## config.mk

```make
export PLATFORM = sky130hd
export DESIGN_NAME = hemicube_weight_generator
export DESIGN_NICKNAME = d
export VERILOG_FILES = /design/src/rtl/core/hwg_pkg.sv /design/src/rtl/core/hwg_divider.sv /design/src/rtl/core/hemicube_weight_generator.sv
export SDC_FILE = /design/constraint.sdc
export NUM_CORES = 2
export LEC_CHECK = 0
export BUFFER_PORTS_ARGS = -buffer_cell sky130_fd_sc_hd__clkbuf_2
export CAP_MARGIN = 10
export CORE_UTILIZATION = 65
export DETAILED_ROUTE_END_ITERATION = 6
export HOLD_SLACK_MARGIN = 0.12
export PLACE_DENSITY = 0.89
export SKIP_CTS_REPAIR_TIMING = 1
export SLEW_MARGIN = 5
export SYNTH_ARGS = -nofsm -noshare
export SYNTH_HDL_FRONTEND = slang
export SYNTH_SLANG_ARGS = --single-unit
```

## constraint.sdc

```tcl
create_clock -name clock -period 13.7 [get_ports clock]
set_input_delay 0.685 -clock clock [delete_from_list [all_inputs] [get_ports clock]]
set_output_delay 0.685 -clock clock [all_outputs]
set_load 0.02 [all_outputs]
```

## src/rtl/core/hwg_pkg.sv

```systemverilog
package hwg_pkg;

   // Fixed field widths of the block.
   localparam int COORD_W = 10;
   localparam int CSR_W = 9;
   localparam int FRAC_BITS = 16;
   localparam int WEIGHT_W = FRAC_BITS + 1;
   localparam int REGION_W = 2;

   // Map geometry and configuration defaults.
   localparam int MAP_QUARTERS = 4;
   localparam int MAX_QUARTER_DEF = 256;
   localparam logic [CSR_W-1:0] QUARTER_RESET = CSR_W'(64);

   // Face that a pixel falls on.
   typedef enum logic [REGION_W-1:0] {
      REGION_NONE   = 2'd0,
      REGION_CENTER = 2'd1,
      REGION_SIDE   = 2'd2,
      REGION_CAP    = 2'd3
   } region_type;

endpackage

```

## src/rtl/core/hwg_divider.sv

```systemverilog
// Pipelined restoring divider: one quotient bit per stage, most significant first.
// The dividend never exceeds the divisor, so the quotient fits in WEIGHT_W bits.
module hwg_divider
   import hwg_pkg::*;
#(
   parameter int NW = 18,
   parameter int DW = 20
) (
   input  logic                clock,
   input  logic                reset,
   input  logic                in_valid,
   output logic                in_ready,
   input  logic [NW-1:0]       in_num,
   input  logic [DW-1:0]       in_den,
   input  region_type          in_region,
   output logic                out_valid,
   input  logic                out_ready,
   output logic [WEIGHT_W-1:0] out_weight,
   output region_type          out_region
);

   localparam int QB = WEIGHT_W;

   logic                valid_ff  [QB];
   logic                open      [QB];
   logic [DW-1:0]       rem_ff    [QB];
   logic [DW-1:0]       den_ff    [QB];
   logic [WEIGHT_W-1:0] quo_ff    [QB];
   region_type          region_ff [QB];

   for (genvar j = 0; j < QB; j++) begin : g_stage
      logic                src_valid;
      logic [DW-1:0]       src_rem;
      logic [DW-1:0]       src_den;
      logic [WEIGHT_W-1:0] src_quo;
      region_type          src_region;
      logic [DW:0]         trial;
      logic                fits;
      logic [DW-1:0]       rem_in;
      logic [WEIGHT_W-1:0] quo_in;

      // A stage takes new data when it is empty or its content moves on.
      if (j == QB - 1) begin : g_last
         assign open[j] = !valid_ff[j] || out_ready;
      end else begin : g_mid
         assign open[j] = !valid_ff[j] || open[j+1];
      end

      // The first stage compares the dividend itself, later stages the doubled remainder.
      if (j == 0) begin : g_first
         assign src_valid  = in_valid;
         assign src_rem    = DW'(in_num);
         assign src_den    = in_den;
         assign src_quo    = '0;
         assign src_region = in_region;
         assign trial      = {1'b0, src_rem};
      end else begin : g_next
         assign src_valid  = valid_ff[j-1];
         assign src_rem    = rem_ff[j-1];
         assign src_den    = den_ff[j-1];
         assign src_quo    = quo_ff[j-1];
         assign src_region = region_ff[j-1];
         assign trial      = {src_rem, 1'b0};
      end

      // Trial subtraction decides one quotient bit.
      always_comb begin
         fits   = trial >= {1'b0, src_den};
         rem_in = fits ? DW'(trial - {1'b0, src_den}) : DW'(trial);
         quo_in = {src_quo[WEIGHT_W-2:0], fits};
      end

      always_ff @(posedge clock) begin
         if (reset) begin
            valid_ff[j] <= 1'b0;
         end else if (open[j]) begin
            valid_ff[j] <= src_valid;
         end
      end

      always_ff @(posedge clock) begin
         if (open[j]) begin
            rem_ff[j]    <= rem_in;
            den_ff[j]    <= src_den;
            quo_ff[j]    <= quo_in;
            region_ff[j] <= src_region;
         end
      end
   end

   assign in_ready   = open[0];
   assign out_valid  = valid_ff[QB-1];
   assign out_region = region_ff[QB-1];
   // Pixels off every face carry no weight.
   assign out_weight = (region_ff[QB-1] == REGION_NONE) ? '0 : quo_ff[QB-1];

endmodule

```

## src/rtl/core/hemicube_weight_generator.sv

```systemverilog
// Hemicube delta form factor weight generator.
//
// Each request carries a pixel coordinate of the unfolded hemicube map; each
// response returns that pixel's weight in unsigned Q1.16 and the face it lies on.
// The quarter edge is set through the csr port, takes effect for requests
// accepted after the write, and saturates at MAX_QUARTER.
//
// Both channels use valid/ready. The block is a twenty-stage pipeline: three
// stages classify the pixel, form the squares and sum the denominator, and a
// seventeen-stage restoring divider produces one quotient bit per stage.
// One request is accepted every cycle as long as responses are taken.
//
// When the receiver stalls, each stage still fills its empty slot, so requests
// keep being accepted until the pipeline holds twenty items; the last stage then
// holds its response unchanged. Reset clears all valid bits and sets the quarter
// edge to 64; the pipeline is empty and ready in the first cycle after reset.
module hemicube_weight_generator
   import hwg_pkg::*;
#(
   parameter int MAX_QUARTER = MAX_QUARTER_DEF
) (
   input  logic                clock,
   input  logic                reset,
   input  logic                csr_write_enable,
   input  logic [CSR_W-1:0]    csr_write_data,
   input  logic                req_valid,
   output logic                req_ready,
   input  logic [COORD_W-1:0]  req_pixel_x,
   input  logic [COORD_W-1:0]  req_pixel_y,
   output logic                rsp_valid,
   input  logic                rsp_ready,
   output logic [WEIGHT_W-1:0] rsp_weight,
   output logic [REGION_W-1:0] rsp_region
);

   localparam int QW = $clog2(MAX_QUARTER + 1);
   localparam int CW = ((QW + 2 > COORD_W) ? QW + 2 : COORD_W) + 1;
   localparam int SQW = 2 * QW;
   localparam int DW = SQW + 2;

   // Quarter edge register.
   logic [CSR_W-1:0] csr_quarter_ff;

   always_ff @(posedge clock) begin
      if (reset) begin
         csr_quarter_ff <= QUARTER_RESET;
      end else if (csr_write_enable) begin
         csr_quarter_ff <= csr_write_data;
      end
   end

   // Saturated quarter edge.
   logic [QW-1:0] quarter;
   assign quarter = (32'(csr_quarter_ff) > MAX_QUARTER) ? QW'(MAX_QUARTER)
                                                        : QW'(csr_quarter_ff);

   // Handshake chain of the front stages.
   logic cls_valid_ff, mul_valid_ff, sum_valid_ff;
   logic cls_open, mul_open, sum_open;
   logic div_in_ready;

   assign sum_open  = !sum_valid_ff || div_in_ready;
   assign mul_open  = !mul_valid_ff || sum_open;
   assign cls_open  = !cls_valid_ff || mul_open;
   assign req_ready = cls_open;

   always_ff @(posedge clock) begin
      if (reset) begin
         cls_valid_ff <= 1'b0;
         mul_valid_ff <= 1'b0;
         sum_valid_ff <= 1'b0;
      end else begin
         if (cls_open) begin
            cls_valid_ff <= req_valid;
         end
         if (mul_open) begin
            mul_valid_ff <= cls_valid_ff;
         end
         if (sum_open) begin
            sum_valid_ff <= mul_valid_ff;
         end
      end
   end

   // Classification: face, the two distance terms and the numerator factor.
   logic [CW-1:0] px, py, qx, side, two_q, three_q;
   logic          in_map, xmid, ymid;
   logic [CW-1:0] adx, ady, dxs, dys;
   region_type    region_in;
   logic [QW-1:0] term_a_in, term_b_in, factor_in;

   always_comb begin
      px      = CW'(req_pixel_x);
      py      = CW'(req_pixel_y);
      qx      = CW'(quarter);
      side    = qx << 2;
      two_q   = qx << 1;
      three_q = side - qx;
      in_map  = (quarter != '0) && (px < side) && (py < side);
      xmid    = (px >= qx) && (px < three_q);
      ymid    = (py >= qx) && (py < three_q);
      adx     = (px >= two_q) ? px - two_q : two_q - px;
      ady     = (py >= two_q) ? py - two_q : two_q - py;
      dxs     = (px < qx) ? px : side - CW'(1) - px;
      dys     = (py < qx) ? py : side - CW'(1) - py;

      region_in = REGION_NONE;
      term_a_in = '0;
      term_b_in = '0;
      factor_in = '0;
      if (in_map && xmid && ymid) begin
         region_in = REGION_CENTER;
         term_a_in = QW'(adx);
         term_b_in = QW'(ady);
         factor_in = quarter;
      end else if (in_map && ymid) begin
         region_in = REGION_SIDE;
         term_a_in = QW'(dxs);
         term_b_in = QW'(ady);
         factor_in = QW'(dxs);
      end else if (in_map && xmid) begin
         region_in = REGION_CAP;
         term_a_in = QW'(adx);
         term_b_in = QW'(dys);
         factor_in = QW'(dys);
      end
   end

   region_type    cls_region_ff;
   logic [QW-1:0] cls_quarter_ff, cls_term_a_ff, cls_term_b_ff, cls_factor_ff;

   always_ff @(posedge clock) begin
      if (cls_open) begin
         cls_region_ff  <= region_in;
         cls_quarter_ff <= quarter;
         cls_term_a_ff  <= term_a_in;
         cls_term_b_ff  <= term_b_in;
         cls_factor_ff  <= factor_in;
      end
   end

   // Squares and numerator, four small multipliers side by side.
   region_type     mul_region_ff;
   logic [SQW-1:0] mul_qq_ff, mul_sqa_ff, mul_sqb_ff, mul_num_ff;

   always_ff @(posedge clock) begin
      if (mul_open) begin
         mul_region_ff <= cls_region_ff;
         mul_qq_ff     <= SQW'(cls_quarter_ff) * SQW'(cls_quarter_ff);
         mul_sqa_ff    <= SQW'(cls_term_a_ff) * SQW'(cls_term_a_ff);
         mul_sqb_ff    <= SQW'(cls_term_b_ff) * SQW'(cls_term_b_ff);
         mul_num_ff    <= SQW'(cls_quarter_ff) * SQW'(cls_factor_ff);
      end
   end

   // Denominator sum.
   region_type     sum_region_ff;
   logic [SQW-1:0] sum_num_ff;
   logic [DW-1:0]  sum_den_ff;

   always_ff @(posedge clock) begin
      if (sum_open) begin
         sum_region_ff <= mul_region_ff;
         sum_num_ff    <= mul_num_ff;
         sum_den_ff    <= DW'(mul_qq_ff) + DW'(mul_sqa_ff) + DW'(mul_sqb_ff);
      end
   end

   // Quotient pipeline.
   region_type div_out_region;

   hwg_divider #(
      .NW (SQW),
      .DW (DW)
   ) u_divider (
      .clock      (clock),
      .reset      (reset),
      .in_valid   (sum_valid_ff),
      .in_ready   (div_in_ready),
      .in_num     (sum_num_ff),
      .in_den     (sum_den_ff),
      .in_region  (sum_region_ff),
      .out_valid  (rsp_valid),
      .out_ready  (rsp_ready),
      .out_weight (rsp_weight),
      .out_region (div_out_region)
   );

   assign rsp_region = REGION_W'(div_out_region);

endmodule

```

Word-level counts from Yosys, hierarchy flattened
Memory sizes are Yosys's and may differ from the RTL's.
Cells that the tools add are included.
W data, S select, Z words.
{"block": "word_totals", "romBits": 0, "reg_bits": 164, "inputBits": 34, "wordCells": 267, "latchBits": 0, "mem_bits_rw": 1020, "mem_count": 5, "out_inout_bits": 21}
{"block": "op_classes", "shifts": 0, "addsub": 27, "multipliers": 4, "n_reduce_logical": 49, "magnitude_cmp": 28, "n_div": 0, "bitwise_logic": 17, "mux": 120, "n_eq_ne": 0}
{"name": "u_divider.den_ff", "depth": 17, "word_bits": 20, "read_ports": 16, "rd_clocked_by_memory_dff": 0, "wr": 17, "line_no": "hwg_divider.sv:27", "text": "logic [DW-1:0] den_ff [QB];"}
{"name": "u_divider.rem_ff", "depth": 17, "word_bits": 20, "read_ports": 16, "rd_clocked_by_memory_dff": 0, "wr": 17, "line_no": "hwg_divider.sv:26", "text": "logic [DW-1:0] rem_ff [QB];"}
{"name": "u_divider.quo_ff", "depth": 17, "word_bits": 17, "read_ports": 17, "rd_clocked_by_memory_dff": 0, "wr": 17, "line_no": "hwg_divider.sv:28", "text": "logic [WEIGHT_W-1:0] quo_ff [QB];"}
{"name": "u_divider.region_ff", "depth": 17, "word_bits": 2, "read_ports": 17, "rd_clocked_by_memory_dff": 0, "wr": 17, "line_no": "hwg_divider.sv:29", "text": "region_type region_ff [QB];"}
{"name": "u_divider.valid_ff", "depth": 17, "word_bits": 1, "read_ports": 17, "rd_clocked_by_memory_dff": 0, "wr": 17, "line_no": "hwg_divider.sv:24", "text": "logic valid_ff [QB];"}
{"operator": "$mux W20", "count": 17}
{"operator": "$ge A21 B20 Y1", "count": 16}
{"operator": "$sub A20 B20 Y20", "count": 16}
{"operator": "$mux W9", "count": 13}
{"operator": "$mux W1", "count": 87}
{"operator": "$mul A9 B9 Y18", "count": 4}
{"operator": "$sub A9 B9 Y9", "count": 6}
{"operator": "$lt A10 B12 Y1", "count": 2}
{"operator": "$lt A10 B11 Y1", "count": 2}
{"operator": "$add A19 B18 Y20", "count": 1}
{"operator": "$ge A10 B10 Y1", "count": 2}
{"operator": "$ge A10 B9 Y1", "count": 2}
{"operator": "$ge A18 B20 Y1", "count": 1}
{"operator": "$logic_not A1 Y1", "count": 20}
{"operator": "$logic_or A1 B1 Y1", "count": 20}
{"operator": "$lt A10 B9 Y1", "count": 2}
{"operator": "$sub A18 B20 Y20", "count": 1}
{"operator": "$add A18 B18 Y19", "count": 1}
{"operator": "$mux W17", "count": 1}
{"operator": "$or A1 B1 Y1", "count": 17}
{"operator": "$sub A11 B9 Y12", "count": 1}
{"operator": "$gt A9 B9 Y1 const B", "count": 1}
{"operator": "$reduce_bool A9 Y1", "count": 1}
{"operator": "$sub A9 B1 Y9 const B", "count": 1}
{"operator": "3 further kinds", "count": 10}

Depth between registers and ports, before layout
An unclocked memory read counts as a cell.
{"block": "depth", "word_depth": 23, "ltp_mapped": 23}

Modules after synthesis
A second synthesis with hierarchy kept.
{"block": "unflattened", "hier_cells": 5707, "hier_area_um2": 63877.5}
{"module": "hwg_divider", "seq_area_each_um2": 25344.3, "cells_each": 3880, "area_each_um2": 45762.6, "instances": 1}
{"module": "hemicube_weight_generator", "seq_area_each_um2": 4714.5, "cells_each": 1827, "area_each_um2": 18114.9, "instances": 1}

Least setup slack after synthesis
Ideal clock, no wire load.
{"block": "synth_timing", "path_type": "in2reg", "from": "input port rsp_ready", "to": "register mul_num_ff[0] (enable)", "setup_time_ns": 0.922, "stages": 10, "arrival_time_ns": 5.969, "setup_slack_ns": 6.809, "path_buffers": 1, "required_time_ns": 12.778, "cell_sequence": "nor2b_1 -> nand2_1 -> nor2_1 -> and2_0 -> inv_1 -> nor2_1 -> and3_1 -> and3_1 -> clkbuf_1 -> nand3_1"}
{"item": "from (decl)", "line_no": "hemicube_weight_generator.sv:31", "text": "input logic rsp_ready,"}
{"item": "to (signal assigned)", "line_no": "hemicube_weight_generator.sv:152", "text": "mul_num_ff <= SQW'(cls_quarter_ff) * SQW'(cls_factor_ff);"}
{"item": "to (decl)", "line_no": "hemicube_weight_generator.sv:144", "text": "logic [SQW-1:0] mul_qq_ff, mul_sqa_ff, mul_sqb_ff, mul_num_ff;"}

Worst setup path in the final report
{"block": "layout_timing", "from": "register csr_quarter_ff[8]", "to": "register cls_term_a_ff[3] (data pin)"}
{"block": "layout_between", "elab_chain_cells": 9, "elab_cells_between_ends": 28, "cone_classes": "add/sub (5); order compare (9); mux (6); reduce/logical (8)"}
{"item": "from (decl)", "line_no": "hemicube_weight_generator.sv:42", "text": "logic [CSR_W-1:0] csr_quarter_ff;"}
{"item": "from (signal assigned)", "line_no": "hemicube_weight_generator.sv:48", "text": "csr_quarter_ff <= csr_write_data;"}
{"item": "$gt A9 B9 Y1 *", "line_no": "hemicube_weight_generator.sv:54", "text": "assign quarter = (32'(csr_quarter_ff) > MAX_QUARTER) ? QW'(MAX_QUARTER)"}
{"item": "$mux W9 *", "line_no": "hemicube_weight_generator.sv:54"}
{"item": "named net quarter[2]", "line_no": "hemicube_weight_generator.sv:53", "text": "logic [QW-1:0] quarter;"}
{"item": "$sub A11 B9 Y12 (tied with other cells)", "line_no": "hemicube_weight_generator.sv:98", "text": "three_q = side - qx;"}
{"item": "$lt A10 B12 Y1 or $logic_and A1 B1 Y1 (tied branches)", "line_no": "hemicube_weight_generator.sv:100, hemicube_weight_generator.sv:99"}
{"item": "$logic_and A1 B1 Y1, on equally long branches", "line_no": "hemicube_weight_generator.sv:100, hemicube_weight_generator.sv:99"}
{"item": "$logic_and A1 B1 Y1", "line_no": "hemicube_weight_generator.sv:111, hemicube_weight_generator.sv:121"}
{"item": "$mux W9", "line_no": "hemicube_weight_generator.sv:121", "text": "end else if (in_map && xmid) begin"}
{"item": "$mux W9", "line_no": "hemicube_weight_generator.sv:116", "text": "end else if (in_map && ymid) begin"}
{"item": "$mux W9 *", "line_no": "hemicube_weight_generator.sv:111", "text": "if (in_map && xmid && ymid) begin"}
{"item": "named net term_a_in[3]", "line_no": "hemicube_weight_generator.sv:90", "text": "logic [QW-1:0] term_a_in, term_b_in, factor_in;"}
{"item": "to (signal assigned)", "line_no": "hemicube_weight_generator.sv:136", "text": "cls_term_a_ff <= term_a_in;"}
{"item": "to (decl)", "line_no": "hemicube_weight_generator.sv:130", "text": "logic [QW-1:0] cls_quarter_ff, cls_term_a_ff, cls_term_b_ff, cls_factor_ff;"}
The timed path passes the listed nets; every way through them passes the cells marked *.
A chain may end at the register's enable or synchronous reset.

==> impl_metrics.ini <==
[synthesis]
ys.flop_type = edfxtp_1
seq_area_frac_synth = 0.477
synthArstFlopShare = 0
synthTopCellsByCount = edfxtp_1, inv_1, ha_1
synth-simple-area-share = 0.108
synth_compound_area_frac = 0.107
synth-edff-count = 993
yosysTopAreaCellShare = 0.473
synth.area.mux_share = 0.0340
synth-seq-cells = 1005
yosys.area_share.xor_xnor = 0.0470
synth_top_family_by_area = adder cells
synth_area_leaders = edfxtp_1, ha_1, fa_1, inv_1, xnor2_1
synthesis.area_um2 = 63000
synth_most_common_cell = edfxtp_1
synthDistinctLibCells = 83
synth_top_cell_by_area = edfxtp_1
syn_inst = 5599
synthAdderAreaFrac = 0.177
syn_area_per_cell_um2 = 11.3
ys_warn_count = 0

[drt]
top_layer = met4
wl_met2_mm = 71.1
post_drt_via_cell_ratio = 6.06
totalWireLength_mm = 140
first_iter_violations = 3713
vias = 42700
wl_met3_mm = 8.47
drc = 0
ant_nets = 0
wire_per_inst_um = 19.9
met1Wirelength_mm = 55.5
drtPass1Iterations = 6

[layout]
fin_util = 0.714
syn_to_final_growth_pct = 8.24
fillCellCount = 6217
regArea_um2 = 30100
stdcell_count = 7042
multiInputGateArea_um2 = 29900
finalNetCount = 6498
diodes = 0
drive_above_1_share = 0.0791

[clock_tree]
cts_root_buffer = clkbuf_16
cts_buffers = 103
clkSinkCount = 1005
cts.path.max_buffers = 3
cts_tree = built
worstSkewPairLatency_ps = 720
htree_levels = 3
path_clk_slew_ps = 70

[global_route]
grt_pass1_vias = 43400
grt_pass1_wl_mm = 225
antenna_found_initial = 2
overflow = 0
grtUsageTotal = 0.287
grt_max_degree = 73

[sta]
slew_violations = 0
period_share = 0.431
clock.fmax_mhz = 169
fin_worst_skew_ps = 43.4
setup_violations = 0
rsz0062_at_grt = false
finalSetupTns_ps = 0
finalHoldViolCount = 0
hold_ws_ps = 194
slew_headroom = 0.153
fin_ws_ps = 7800
max_slew.worst_pin.slew_ps = 1260
min_period_ps = 5900

[pwr]
intPower_mw = 11.1
clkPwrFrac = 0.157
p_sw_frac = 0.396
pwr-share-comb = 0.510
p_per_area_nw_per_um2 = 268
peakVddDrop_v = 0.000146
seqPwrFrac = 0.333
p_sw_mw = 7.25
leakagePower_nw = 29.5

[floorplanning]
die_area_um2 = 98200
start_util = 0.659
die_w_um = 313
rows = 113
core_um2 = 95600
die_y_um = 313
boundaryPins = 55

[run]
cap_violations = 0

[placed_design]
post-place-ws_ps = 7970
io_buffers = 54
gp_congestion = 0.944
placed_cells = 6850
hpwl_mm = 103

[worst_setup_path]
cpPeakStageDelay_ps = 660
path_class = register to register
end_kind = register
crit_family = simple AND/OR/NAND/NOR gates
crit_fanout = 22
cp-start-kind = register
crit_required_ps = 14130
crit_buf_inv = 2
path_cells = clkinv_1 -> nand2_1 -> inv_1 -> ha_1 -> a21o_1 -> or3_1 -> o221a_1 -> or4_1 -> a31o_2 -> a211oi_2 -> a211o_1 -> nor2_1 -> nand2b_1 -> o21ai_0
r2r_slack_ps = 7800
cp.arrival_ps = 6330
slowest_stage = dfxtp_1

[min_path]
hp-class = primary input to register

[status]
outcome = finished, final reports clean
## state kept, by name, summed over array words and instances, names as in the netlist, 2 cells and up
| signal | flops |
|---|---|
| u_divider.region_ff | 34 |
| u_divider.quo_ff | 153 |
| u_divider.den_ff | 320 |
| sum_den_ff | 20 |
| sum_num_ff | 18 |
| mul_sqa_ff | 17 |
| mul_region_ff | 2 |
| mul_num_ff | 18 |
| cls_term_a_ff | 9 |
| cls_factor_ff | 9 |
| mul_sqb_ff | 17 |
| cls_region_ff | 2 |
| csr_quarter_ff | 9 |
| sum_region_ff | 2 |
| cls_term_b_ff | 9 |
| u_divider.valid_ff | 17 |
| mul_qq_ff | 17 |
| u_divider.rem_ff | 320 |
| cls_quarter_ff | 9 |
## routing by layer
metal | vias up | GRT usage
met3 | 363 | 0.0342
met2 | 1620 | 0.509
met4 | 0 | 0.105
li1 | 20000 | -
met1 | 20700 | 0.362
met5 | - | 0
## path summary, 6_finish.rpt
check        cells after the start                  endpoint                     start
max reg2reg                     14          cls_term_a_ff[3]         csr_quarter_ff[8]
min reg2reg                      0  u_divider.quo_ff[0][120]  u_divider.quo_ff[0][102]
min                              2         csr_quarter_ff[6]         csr_write_data[6]
max                             14          cls_term_a_ff[3]         csr_quarter_ff[8]
## cell usage in the layout (no fill, tap or decap), drive strengths merged, types with 96 or more instances in the layout
master,instances
edfxtp,993
a21oi,338
xor2,105
clkbuf,175
o21ai,236
nor3,96
a21o,123
nor2b,111
inv,747
mux2,162
xnor2,233
fa,193
nand2,333
nor2,355
ha,581
and2,127
## worst register-to-register path, stage by stage (launching register included)
cell and delay [ps]:
dfxtp_1 660, clkinv_1 520, nand2_1 460, inv_1 290
ha_1 440, a21o_1 250, or3_1 320, o221a_1 290
or4_1 470, a31o_2 280, a211oi_2 180, a211o_1 630
nor2_1 250, nand2b_1 400, o21ai_0 200
## cell families (layout without fill, tap and decap cells)
family / after synthesis / after routing
buffers and inverters: 841 / 1017
DFF: 1005 / 1005
AOI/OAI and AO/OA: 1061 / 1061
other: 1 / 3
and+or+nand+nor: 1384 / 1384
adders and majority gates: 775 / 775
xor gates and xnor gates: 338 / 338
muxes: 194 / 194
## power by group through the flow
stage	clock (mW)	sequential (mW)	combinational [mW]
final	2.87	6.09	9.34
after global routing	3.02	6.19	10.3
after CTS	2.91	6.08	9.19
after detailed placement	0	6.12	8.98
after global placement	0	6.07	8.57
after floorplan	0	5.66	7.16
## cell type report
class / count / share of cell area
inverters: 745 / 0.0410
well taps: 1265 / 0.0232
clock inverters: 71 / 0.0118
repair buffers: 80 / 0.00682
flip-flops and latches: 1005 / 0.441
clock buffers: 121 / 0.0388
multi-input cells: 3755 / 0.438
## through the flow
step	power (mW)	cell area, um2
3_3_place_gp	14.6	64800
3_5_place_dp	15.1	64800
4_1_cts	18.2	68200
6_report	18.3	68200
2_1_floorplan	12.8	63000
5_1_grt	19.5	68200
No activity file was read; power rests on OpenSTA's default activity.
